File: src/glcm_pkg.sv
package glcm_pkg;

	// Sizes of the matrix, the line buffer and the counts.
	localparam int GRAY_LEVELS = 256;
	localparam int MAX_WIDTH   = 1024;
	localparam int COUNT_BITS  = 32;

	localparam int LEVEL_BITS = $clog2(GRAY_LEVELS);
	localparam int COL_BITS   = $clog2(MAX_WIDTH);
	localparam int COL_EXT    = COL_BITS + 1;
	localparam int CNT_DEPTH  = GRAY_LEVELS * GRAY_LEVELS;
	localparam int CNT_AW     = $clog2(CNT_DEPTH);

	// Configuration port.
	localparam int CFG_IDX_W  = 2;
	localparam int CFG_DATA_W = 16;

	localparam logic [CFG_IDX_W-1:0] REG_DIRECTION = 2'd0;
	localparam logic [CFG_IDX_W-1:0] REG_WIDTH     = 2'd1;
	localparam logic [CFG_IDX_W-1:0] REG_HEIGHT    = 2'd2;

	// Neighbour directions.
	localparam logic [1:0] DIR_0   = 2'd0;
	localparam logic [1:0] DIR_45  = 2'd1;
	localparam logic [1:0] DIR_90  = 2'd2;
	localparam logic [1:0] DIR_135 = 2'd3;

	// Operation codes.
	localparam logic [1:0] OP_PUSH  = 2'd0;
	localparam logic [1:0] OP_READ  = 2'd1;
	localparam logic [1:0] OP_CLEAR = 2'd2;
	localparam logic [1:0] OP_NOP   = 2'd3;

	// Highest gray level, at the width of the pixel field.
	localparam logic [7:0] TOP_LEVEL = 8'(GRAY_LEVELS - 1);

	typedef struct packed {
		logic [1:0] operation;
		logic [7:0] pixel_level;
		logic [7:0] query_first;
		logic [7:0] query_second;
	} in_item_t;

	typedef struct packed {
		logic [31:0] pair_count;
		logic        frame_done;
		logic        status_code;
	} out_item_t;

	// Commands from the controller to the datapath.
	typedef struct packed {
		logic accept;
		logic up_capture;
		logic commit;
		logic cnt_rd_a;
		logic cnt_wr_a;
		logic cnt_rd_b;
		logic cnt_wr_b;
		logic query_rd;
		logic sweep;
		logic emit;
	} glcm_cmd_t;

	// Status from the datapath to the controller.
	typedef struct packed {
		logic frame_full;
		logic pair_hit;
		logic sweep_last;
		logic out_free;
	} glcm_sts_t;

endpackage

File: src/glcm_ctrl.sv
module glcm_ctrl (
	input  logic                  clk,
	input  logic                  arst_n,
	input  logic                  in_valid,
	output logic                  in_stall,
	input  logic [1:0]            in_op,
	input  glcm_pkg::glcm_sts_t   sts,
	output glcm_pkg::glcm_cmd_t   cmd
);

	import glcm_pkg::*;

	localparam logic [3:0] S_INIT   = 4'd0;
	localparam logic [3:0] S_IDLE   = 4'd1;
	localparam logic [3:0] S_LB_UP  = 4'd2;
	localparam logic [3:0] S_LB_UR  = 4'd3;
	localparam logic [3:0] S_CNT_RA = 4'd4;
	localparam logic [3:0] S_CNT_WA = 4'd5;
	localparam logic [3:0] S_CNT_RB = 4'd6;
	localparam logic [3:0] S_CNT_WB = 4'd7;
	localparam logic [3:0] S_QUERY  = 4'd8;
	localparam logic [3:0] S_CLEAR  = 4'd9;
	localparam logic [3:0] S_DONE   = 4'd10;

	logic [3:0] state_q;
	logic [3:0] state_d;

	// Items are taken only while the controller waits in idle.
	assign in_stall = (state_q != S_IDLE);

	// Next state and commands.
	always_comb begin
		state_d = state_q;
		cmd     = '0;
		unique case (state_q)
			S_INIT: begin
				cmd.sweep = 1'b1;
				if (sts.sweep_last) begin
					state_d = S_IDLE;
				end
			end
			S_IDLE: begin
				if (in_valid) begin
					cmd.accept = 1'b1;
					unique case (in_op)
						OP_PUSH:  state_d = sts.frame_full ? S_DONE : S_LB_UP;
						OP_READ:  state_d = S_QUERY;
						OP_CLEAR: state_d = S_CLEAR;
						OP_NOP:   state_d = S_DONE;
						default:  state_d = S_DONE;
					endcase
				end
			end
			S_LB_UP: begin
				cmd.up_capture = 1'b1;
				state_d = S_LB_UR;
			end
			S_LB_UR: begin
				cmd.commit = 1'b1;
				state_d = sts.pair_hit ? S_CNT_RA : S_DONE;
			end
			S_CNT_RA: begin
				cmd.cnt_rd_a = 1'b1;
				state_d = S_CNT_WA;
			end
			S_CNT_WA: begin
				cmd.cnt_wr_a = 1'b1;
				state_d = S_CNT_RB;
			end
			S_CNT_RB: begin
				cmd.cnt_rd_b = 1'b1;
				state_d = S_CNT_WB;
			end
			S_CNT_WB: begin
				cmd.cnt_wr_b = 1'b1;
				state_d = S_DONE;
			end
			S_QUERY: begin
				cmd.query_rd = 1'b1;
				state_d = S_DONE;
			end
			S_CLEAR: begin
				cmd.sweep = 1'b1;
				if (sts.sweep_last) begin
					state_d = S_DONE;
				end
			end
			S_DONE: begin
				if (sts.out_free) begin
					cmd.emit = 1'b1;
					state_d = S_IDLE;
				end
			end
			default: begin
				state_d = S_IDLE;
			end
		endcase
	end

	// State register; reset starts the clearing sweep.
	always_ff @(posedge clk or negedge arst_n) begin
		if (!arst_n) begin
			state_q <= S_INIT;
		end else begin
			state_q <= state_d;
		end
	end

endmodule

File: config.mk
export PLATFORM = sky130hd
export DESIGN_NAME = glcm_ctrl
export DESIGN_NICKNAME = d
export VERILOG_FILES = /design/src/glcm_pkg.sv /design/src/glcm_ctrl.sv
export SDC_FILE = /design/constraint.sdc
export NUM_CORES = 1
export LEC_CHECK = 0
export CAP_MARGIN = 5
export CORE_AREA = 2 2 39 41
export DETAILED_ROUTE_END_ITERATION = 10
export DIE_AREA = 0 0 41 43
export DONT_BUFFER_PORTS = 1
export PLACE_DENSITY = 0.56
export RECOVER_POWER = 50
export SYNTH_ARGS = -nofsm -noshare
export SYNTH_HDL_FRONTEND = slang
export SYNTH_SLANG_ARGS = --single-unit
File: constraint.sdc
create_clock -name clk -period 3.2 [get_ports clk]
set_input_delay 0.96 -clock clk [delete_from_list [all_inputs] [get_ports clk]]
set_output_delay 0.96 -clock clk [all_outputs]
set_load 0.05 [all_outputs]
==> results of run 1 <==
## cell type report
type / count / area [sq um]
multi-input combinational: 44 / 283
sequential: 4 / 100
tap: 16 / 20.0
fill: 171 / 876
timing repair buffer: 8 / 60.1
inverter: 6 / 22.5
clock buffer: 3 / 22.5
## final timing paths
kind | start | endpoint | slack (ns) | cells after the start
setup / recovery | state_q[1] | cmd[9] | 0.43 | 2
setup reg to reg | state_q[1] | state_q[3] | 1.61 | 3
max in group asynchronous | arst_n | state_q[2] | 2.71 | 0
hold reg to reg | state_q[3] | state_q[2] | 0.73 | 1
min in group clk | state_q[3] | state_q[2] | 0.73 | 1
hold / removal | arst_n | state_q[0] | 0.41 | 0
## cells in the mapped netlist
master | n | area share
a211oi_1 | 1 | 0.017
a21oi_1 | 3 | 0.033
a221o_1 | 1 | 0.022
a32o_1 | 1 | 0.022
and2_1 | 1 | 0.014
and3_1 | 1 | 0.014
buf_2 | 1 | 0.011
buf_4 | 2 | 0.033
buf_6 | 1 | 0.025
dfrtp_1 | 4 | 0.22
ha_1 | 2 | 0.056
inv_1 | 5 | 0.042
inv_2 | 1 | 0.0083
mux2i_1 | 1 | 0.022
nand2_1 | 5 | 0.042
nand2b_1 | 1 | 0.014
nand2b_2 | 1 | 0.020
nand3_1 | 1 | 0.011
nor2_1 | 6 | 0.050
nor2b_1 | 2 | 0.028
nor3_1 | 5 | 0.056
nor4_1 | 1 | 0.014
nor4b_1 | 1 | 0.020
nor4b_4 | 1 | 0.053
nor4bb_1 | 1 | 0.022
o21ai_1 | 2 | 0.022
o21ai_2 | 1 | 0.020
o21bai_1 | 1 | 0.017
o22ai_1 | 1 | 0.014
o311a_1 | 1 | 0.022
or3_1 | 1 | 0.014
xor2_1 | 1 | 0.020
## kinds of logic (layout without fill, tap and decap cells)
family	after synthesis	after routing	share of synthesized area
mux	1	1	0.0223
fa+ha+maj	2	2	0.0557
compound gates	12	12	0.189
simple gates	28	28	0.370
flops	4	4	0.223
buf+inv	10	17	0.120
xor+xnor	1	1	0.0195
## power by group
part | internal [uW] | leakage, uW | switching (uW)
logic | 158 | 0.000164 | 287
clock network | 42.0 | 0.0000138 | 22.0
registers | 77.4 | 0.0000489 | 99.2
## per-layer routing
layer  up-vias  wire [um]
met5         -          0
met4         0         27
met3         3         66
met2        21        492
met1       205        476
li1        219          -
## stage by stage
stage          total power [uW]  instance area, sq um  std cells  hold WS [ns]   util
3_5_place_dp                654                   504         78         0.664  0.364
6_report                    685                   508         81         0.412  0.367
4_1_cts                     723                   527         81         0.405  0.381
5_1_grt                     741                   508         81         0.403  0.367
3_3_place_gp                648                   504         78         0.664  0.364
2_1_floorplan               577                   449         58         0.580      -
## layout by cell type (no fill, tap or decap), drive strengths merged
| cell | n |
|---|---|
| a211oi | 1 |
| a21oi | 3 |
| a221o | 1 |
| a32o | 1 |
| and2 | 1 |
| and3 | 1 |
| buf | 8 |
| clkbuf | 3 |
| dfrtp | 4 |
| ha | 2 |
| inv | 6 |
| mux2i | 1 |
| nand2 | 5 |
| nand2b | 2 |
| nand3 | 1 |
| nor2 | 6 |
| nor2b | 2 |
| nor3 | 5 |
| nor4 | 1 |
| nor4b | 2 |
| nor4bb | 1 |
| o21ai | 3 |
| o21bai | 1 |
| o22ai | 1 |
| o311a | 1 |
| or3 | 1 |
| xor2 | 1 |
## worst max-delay path: stages, from the launching register on
cell and delay, ns:
dfrtp_1 0.54, nor4b_1 0.52, and2_1 0.51
==> key figures, run 1 <==
Logic synthesis
  – Mean Syn Cell Area: 7.74 sq um
  – Yosys warns: 0
  – Syn Nets: between 60 and 70
  – Synthesized flop and latch total: 4
  – Synth unique cells: 32
  – Post-synthesis cell count: 58
  – Netlist Area Pre-Place: about 450 sq um
  – Sequential fraction of the synthesis area: 0.223

STA
  – Tmin final: about 2.8 ns
  – Final worst path period share: 0.865
  – Slew Limit Fails: 0
  – Slew at the pin closest to its max-slew limit: about 0.49 ns
  – Worst slew margin: 0.673
  – Fmax achieved: 0.361 GHz
  – Setup TNS: 0 ns
  – Hold Violations, Final: 0
  – Clock Skew: 0.00570 ns
  – Final setup fails: 0
  – Worst setup margin: about 0.43 ns
  – RSZ-0062 raised after global routing: false

Clock network
  – Post-CTS Hold Buffers: 0
  – Maximum root-to-sink buffer count: 2
  – Post-CTS setup buffers: 0
  – Cts bufs inserted: 3
  – Clock-pin slew on the worst setup and hold paths: around 0.04 ns
  – CTS tree: done
  – TritonCTS Sinks: 4
  – H-tree depth: 1
  – Skew-Pair Late Insertion Delay: around 0.24 ns
  – Post-CTS resize count: 0
  – CTS Root Buffer Type: clkbuf_4

Route
  – First-pass iteration count of the detailed router: 4
  – Routed Antenna Nets: 0
  – Final Routed Wirelength: roughly 1100 um
  – DR DRC count: 0
  – Routed len/inst: between 10 and 15 um
  – Drt first-iter violations: 9
  – Vias/cell: 5.53
  – Via count: 448

Floorplan
  – Site Rows: 14
  – IO Pins: 20
  – Core Area: ~0.0014 sq mm
  – Die span in y: between 40 and 50 um
  – Starting density of the core: 0.325
  – Total Die Area: 0.00176 sq mm
  – Die width: between 40 and 50 um

Worst setup path
  – CP Launch Type: register
  – CP Max Fanout: 16
  – Crit end category: output port
  – Critical path arrival: about 1.8 ns
  – CP Class: reg -> out
  – Worst path required time: approximately 2.2 ns

Global routing
  – Antenna violations before repair: 0
  – First-pass GRT wire length: about 1700 um
  – GR Overflow Total: 0
  – Largest net degree at the start of global routing: 17
  – Gr usage total: 0.140
  – Number of global-route vias before repair: just under 400
  – Met1 GRT Util: 0.190
  – Met2 usage in global routing: 0.197
  – M3 GR Usage: 0.0157
  – Busiest grt layer: met2

Flow run
  – Maxcap violations: 0

Final layout
  – Area grow syn2layout: 13.1%
  – Number of flip-flops in the largest register: 4
  – Layout cells sized above 1: 0.215
  – Most flops, register: state_q
  – Largest regs: state_q x4
  – Final antenna diode count: 0
  – Layout net count: roughly 80

Place
  – Post-Place Setup Slack: roughly 0.82 ns
  – Final Wtd Congestion: ~0.74
  – IO Port Bufs: 0
  – Post-DP HPWL: 751 um

Power and ir drop
  – Maximum vdd ir drop: approximately 0.47 mV
  – Leak Pwr: between 0.0002 and 0.00025 uW
  – Pwr Density: 1350 mW/mm^2

Run status
  – Status: finished clean

Hold path
  – HP Class: in -> async
No activity file was read; power rests on OpenSTA's default activity.
==> run 2: changes to the inputs <==
- PLACE_DENSITY: 0.56 -> not set
==> key figures, run 2 (synthesis results as in run 1) <==
Run status
  – Status: finished clean

Route
  – Routed len/inst: 12.3 um (-6.3%)
  – Via count: 437 (-2.5%)
  – Drt first-iter violations: 7 (-2)
  – DR DRC count: 0 (unchanged)
  – Routed Antenna Nets: 0 (unchanged)
  – Final Routed Wirelength: 996 um (-6.3%)
  – First-pass iteration count of the detailed router: 4 (unchanged)
  – Vias/cell: 5.40 (-2.5%)

Global routing
  – Number of global-route vias before repair: 387 (-2.8%)
  – Gr usage total: 0.121 (-0.0193)
  – Largest net degree at the start of global routing: 17 (unchanged)
  – First-pass GRT wire length: 1520 um (-9.4%)
  – GR Overflow Total: 0 (unchanged)
  – Antenna violations before repair: 0 (unchanged)

STA
  – RSZ-0062 raised after global routing: false
  – Setup TNS: 0 ns (unchanged)
  – Tmin final: 2.64 ns (-0.132 ns)
  – Final worst path period share: 0.824 (-0.0412)
  – Worst setup margin: 0.563 ns (+0.132 ns)
  – Final setup fails: 0 (unchanged)
  – Clock Skew: 0.00349 ns (-0.00221 ns)
  – Slew at the pin closest to its max-slew limit: 0.603 ns (+0.110 ns)
  – Worst slew margin: 0.600 (-0.0726)
  – Slew Limit Fails: 0 (unchanged)
  – Worst hold slack: 0.425 ns (+0.0132 ns)
  – Hold Violations, Final: 0 (unchanged)
  – Fmax achieved: 0.379 GHz (+5.0%)

Clock network
  – H-tree depth: 1 (unchanged)
  – Post-CTS setup buffers: 0 (unchanged)
  – Clock-pin slew on the worst setup and hold paths: 0.04 ns (about the same)
  – Cts bufs inserted: 3 (unchanged)
  – CTS Root Buffer Type: clkbuf_4
  – TritonCTS Sinks: 4 (unchanged)
  – Maximum root-to-sink buffer count: 2 (unchanged)
  – Skew-Pair Late Insertion Delay: 0.23 ns (about the same)
  – Post-CTS Hold Buffers: 0 (unchanged)
  – CTS tree: done
  – Post-CTS resize count: 0 (unchanged)

Floorplan
  – Core Area: 0.00138 sq mm (unchanged)
  – Total Die Area: 0.00176 sq mm (unchanged)
  – Starting density of the core: 0.325 (unchanged)
  – Die span in y: 43 um (unchanged)
  – Site Rows: 14 (unchanged)
  – IO Pins: 20 (unchanged)
  – Die width: 41 um (unchanged)

Hold path
  – HP Class: in -> async

Final layout
  – Storage cell area: 100 sq um (unchanged)
  – Most flops, register: state_q
  – Highest-count cells in the layout ignoring fill and taps: 7 x buf_4, 6 x nor2_1, 5 x inv_1, 5 x nand2_1, 5 x nor3_1
  – Most common cell after layout, fill and taps aside: buf_4
  – Number of flip-flops in the largest register: 4 (unchanged)
  – Largest regs: state_q x4
  – Fillers: 161 (-5.8%)
  – Multi-input logic area: 298 sq um (+5.3%)
  – Final antenna diode count: 0 (unchanged)
  – Layout net count: 78 (unchanged)
  – Area grow syn2layout: 15.6%
  – Layout cells sized above 1: 0.215 (unchanged)

Worst setup path
  – Worst path required time: 2.24 ns (about the same)
  – Crit path launch: state_q[1]
  – CP endpoint: cmd[8]
  – CP Max Fanout: 16 (unchanged)
  – FF-to-FF Start: state_q[1]
  – Flop2flop setup slack: 1.59 ns (-0.02 ns)
  – R2R depth: 3 (unchanged)
  – CP Launch Type: register
  – Reg2reg end: state_q[3]
  – Critical path arrival: 1.68 ns (-0.13 ns)
  – CP Class: reg -> out
  – Crit end category: output port

Flow run
  – Maxcap violations: 0 (unchanged)

Place
  – Post-Place Setup Slack: 0.827 ns (+0.0106 ns)
  – IO Port Bufs: 0 (unchanged)
  – Post-DP HPWL: 734 um (-2.3%)
  – Final Wtd Congestion: 0.764 (+2.8%)
[run 2: cell types whose count changed in the layout (fill, tap and decap cells not counted), sizes merged]
cell and delta:
clkbuf +1, buf -1
[run 2: cell type report]
type | count | share of cell area
Clock buffer | 3 | 0.0434
Inverter | 6 | 0.0434
Multi-Input combinational cell | 44 | 0.573
Sequential cell | 4 | 0.193
Tap cell | 16 | 0.0386
Timing Repair Buffer | 8 | 0.108
[run 2: how the worst min path moves through the flow]
| stage | from | endpoint |
|---|---|---|
| 6_report | arst_n | state_q[3] |
| 3_3_place_gp | arst_n | state_q[1] |
| 5_1_grt | arst_n | state_q[0] |
| 3_5_place_dp | arst_n | state_q[1] |
| 4_1_cts | arst_n | state_q[3] |
| 2_1_floorplan | state_q[3] | state_q[2] |
[run 2: per-layer routing]
layer  share of wire  GRT usage  vias to the layer above
met3           0.082     0.0157                        0
met2            0.48      0.178                       20
met5               0          0                        -
met1            0.43      0.166                      198
met4               0     0.0600                        0
li1                -          -                      219
[run 2: per-stage QoR]
stage	instance area [sq um]	util	cells
after floorplan	449	-	58
after global routing	519	0.375	81
after global placement	504	0.364	78
after CTS	527	0.381	81
after detailed placement	504	0.364	78
final	519	0.375	81
[run 2: worst max-delay path: stages, from the launching register on]
cell      delay (ns)
dfrtp_1         0.66
nand2_1         0.13
nor3_1          0.15
clkbuf_1        0.50
Power of run 2 is not shown: default switching activity piles up to over one toggle a cycle in this logic, so the estimate is an artifact.
==> run 3: changes to the inputs <==
- clock period: 3.2 -> 2.4 ns (I/O delays scaled with it)
==> key figures, run 3 (synthesis results as in run 1) <==
Clock network
  – H-tree depth: 1 (unchanged)
  – Cts bufs inserted: 3 (unchanged)
  – TritonCTS Sinks: 4 (unchanged)
  – Clock-pin slew on the worst setup and hold paths: 0.04 ns (about the same)
  – CTS tree: done
  – Post-CTS resize count: 0 (unchanged)
  – Post-CTS Hold Buffers: 0 (unchanged)
  – Post-CTS setup buffers: 0 (unchanged)
  – Maximum root-to-sink buffer count: 2 (unchanged)
  – CTS Root Buffer Type: clkbuf_4
  – Skew-Pair Late Insertion Delay: 0.23 ns (about the same)

Place
  – Placed cells: 81 (+3.8%)
  – IO Port Bufs: 0 (unchanged)
  – Post-DP HPWL: 782 um (+6.7%)
  – Final Wtd Congestion: 0.831 (+8.8%)
  – Placed cell areas: 542 sq um (+7.4%)

STA
  – Hold Violations, Final: 0 (unchanged)
  – Slew Limit Fails: 0 (unchanged)
  – Worst slew margin: 0.650 (+0.0499)
  – Final worst path period share: 0.948
  – Clock Skew: 0.00513 ns (+0.00164 ns)
  – Tmin final: between 2 and 2.5 ns
  – RSZ-0062 raised after global routing: false
  – Final setup fails: 0 (unchanged)
  – Fmax achieved: 0.440 GHz
  – Slew at the pin closest to its max-slew limit: 0.525 ns (-0.0774 ns)

Final layout
  – Final Cell Area: 561 sq um (+8.0%)
  – Layout Cells excl Fill: 84 (+3.7%)
  – Most flops, register: state_q
  – Area grow syn2layout: 24.8%
  – Highest-count cells in the layout ignoring fill and taps: 10 x buf_4, 6 x nor2_1, 5 x inv_1, 5 x nand2_1, 4 x dfrtp_1
  – Final antenna diode count: 0 (unchanged)
  – Number of flip-flops in the largest register: 4 (unchanged)
  – Most common cell after layout, fill and taps aside: buf_4
  – Largest regs: state_q x4
  – Layout cells sized above 1: 0.309 (+0.0934)
  – Layout net count: 81 (+3.8%)

Route
  – Routed len/inst: 12.2 um (-1.1%)
  – Routed Antenna Nets: 0 (unchanged)
  – Drt first-iter violations: 8 (+1)
  – Vias/cell: 5.24 (-2.9%)
  – Via count: 440 (+0.69%)
  – Final Routed Wirelength: 1020 um (+2.6%)
  – First-pass iteration count of the detailed router: 4 (unchanged)
  – DR DRC count: 0 (unchanged)

Worst setup path
  – Crit-path slowest cell: dfrtp_1
  – CP top delay family: simple AND/OR/NAND/NOR gates
  – CP Launch Type: register
  – Worst path required time: 1.68 ns (-0.56 ns)
  – Cells along the critical path: nor4b_4 -> and2_1 -> buf_4
  – CP Class: reg -> out
  – Critical path arrival: 1.55 ns (-0.13 ns)
  – CP Max Fanout: 16 (unchanged)
  – Crit path largest cell delay: 0.56 ns (-0.10 ns)
  – Crit end category: output port
  – Buf/Inv on CP: 1 (unchanged)

Hold path
  – HP Class: in -> async

Floorplan
  – Die span in y: 43 um (unchanged)
  – Site Rows: 14 (unchanged)
  – Die width: 41 um (unchanged)
  – IO Pins: 20 (unchanged)
  – Total Die Area: 0.00176 sq mm (unchanged)
  – Core Area: 0.00138 sq mm (unchanged)
  – Starting density of the core: 0.325 (unchanged)

Global routing
  – First-pass GRT wire length: 1790 um (+17%)
  – Antenna violations before repair: 0 (unchanged)
  – GR Overflow Total: 0 (unchanged)
  – Number of global-route vias before repair: 412 (+6.5%)
  – Largest net degree at the start of global routing: 17 (unchanged)
  – Gr usage total: 0.148 (+0.0269)

Run status
  – Status: finished clean

Flow run
  – Maxcap violations: 0 (unchanged)
## run 3: final timing paths
| path | cells past startpoint | endpoint | slack [ns] | startpoint |
|---|---|---|---|---|
| max in group asynchronous | 0 | state_q[2] | 2.14 | arst_n |
| setup / recovery | 3 | cmd[9] | 0.13 | state_q[1] |
| hold / removal | 0 | state_q[0] | 0.18 | arst_n |
| hold reg to reg | 1 | state_q[2] | 0.79 | state_q[3] |
| setup reg to reg | 5 | state_q[1] | 0.76 | state_q[2] |
| min in group clk | 1 | state_q[1] | 0.60 | sts[0] |
## run 3: routing by layer
layer  share of wire  GRT usage  vias to the layer above
met3           0.055     0.0471                        0
met2            0.50      0.216                       11
met5               0          0                        -
met1            0.44      0.184                      201
met4               0     0.0800                        0
li1                -          -                      228
## run 3: cell type report
cell class              instances  area, sq um
clock buffers                   3         22.5
fillers                       138          823
inverters                       6         22.5
multi-input cells              44          317
flip-flops and latches          4          100
well taps                      16         20.0
repair buffers                 11         78.8
## run 3: through the flow
| step | TNS (ns) | hold WS, ns | worst slack [ns] | utilization |
|---|---|---|---|---|
| floorplan | -0.151 | 0.424 | -0.0755 | - |
| global placement | 0 | 0.424 | 0.372 | 0.392 |
| detailed placement | 0 | 0.424 | 0.371 | 0.392 |
| CTS | 0 | 0.177 | 0.122 | 0.408 |
| global route | 0 | 0.176 | 0.00581 | 0.405 |
| finish | 0 | 0.182 | 0.125 | 0.405 |
Power of run 3 is left out for the same reason.
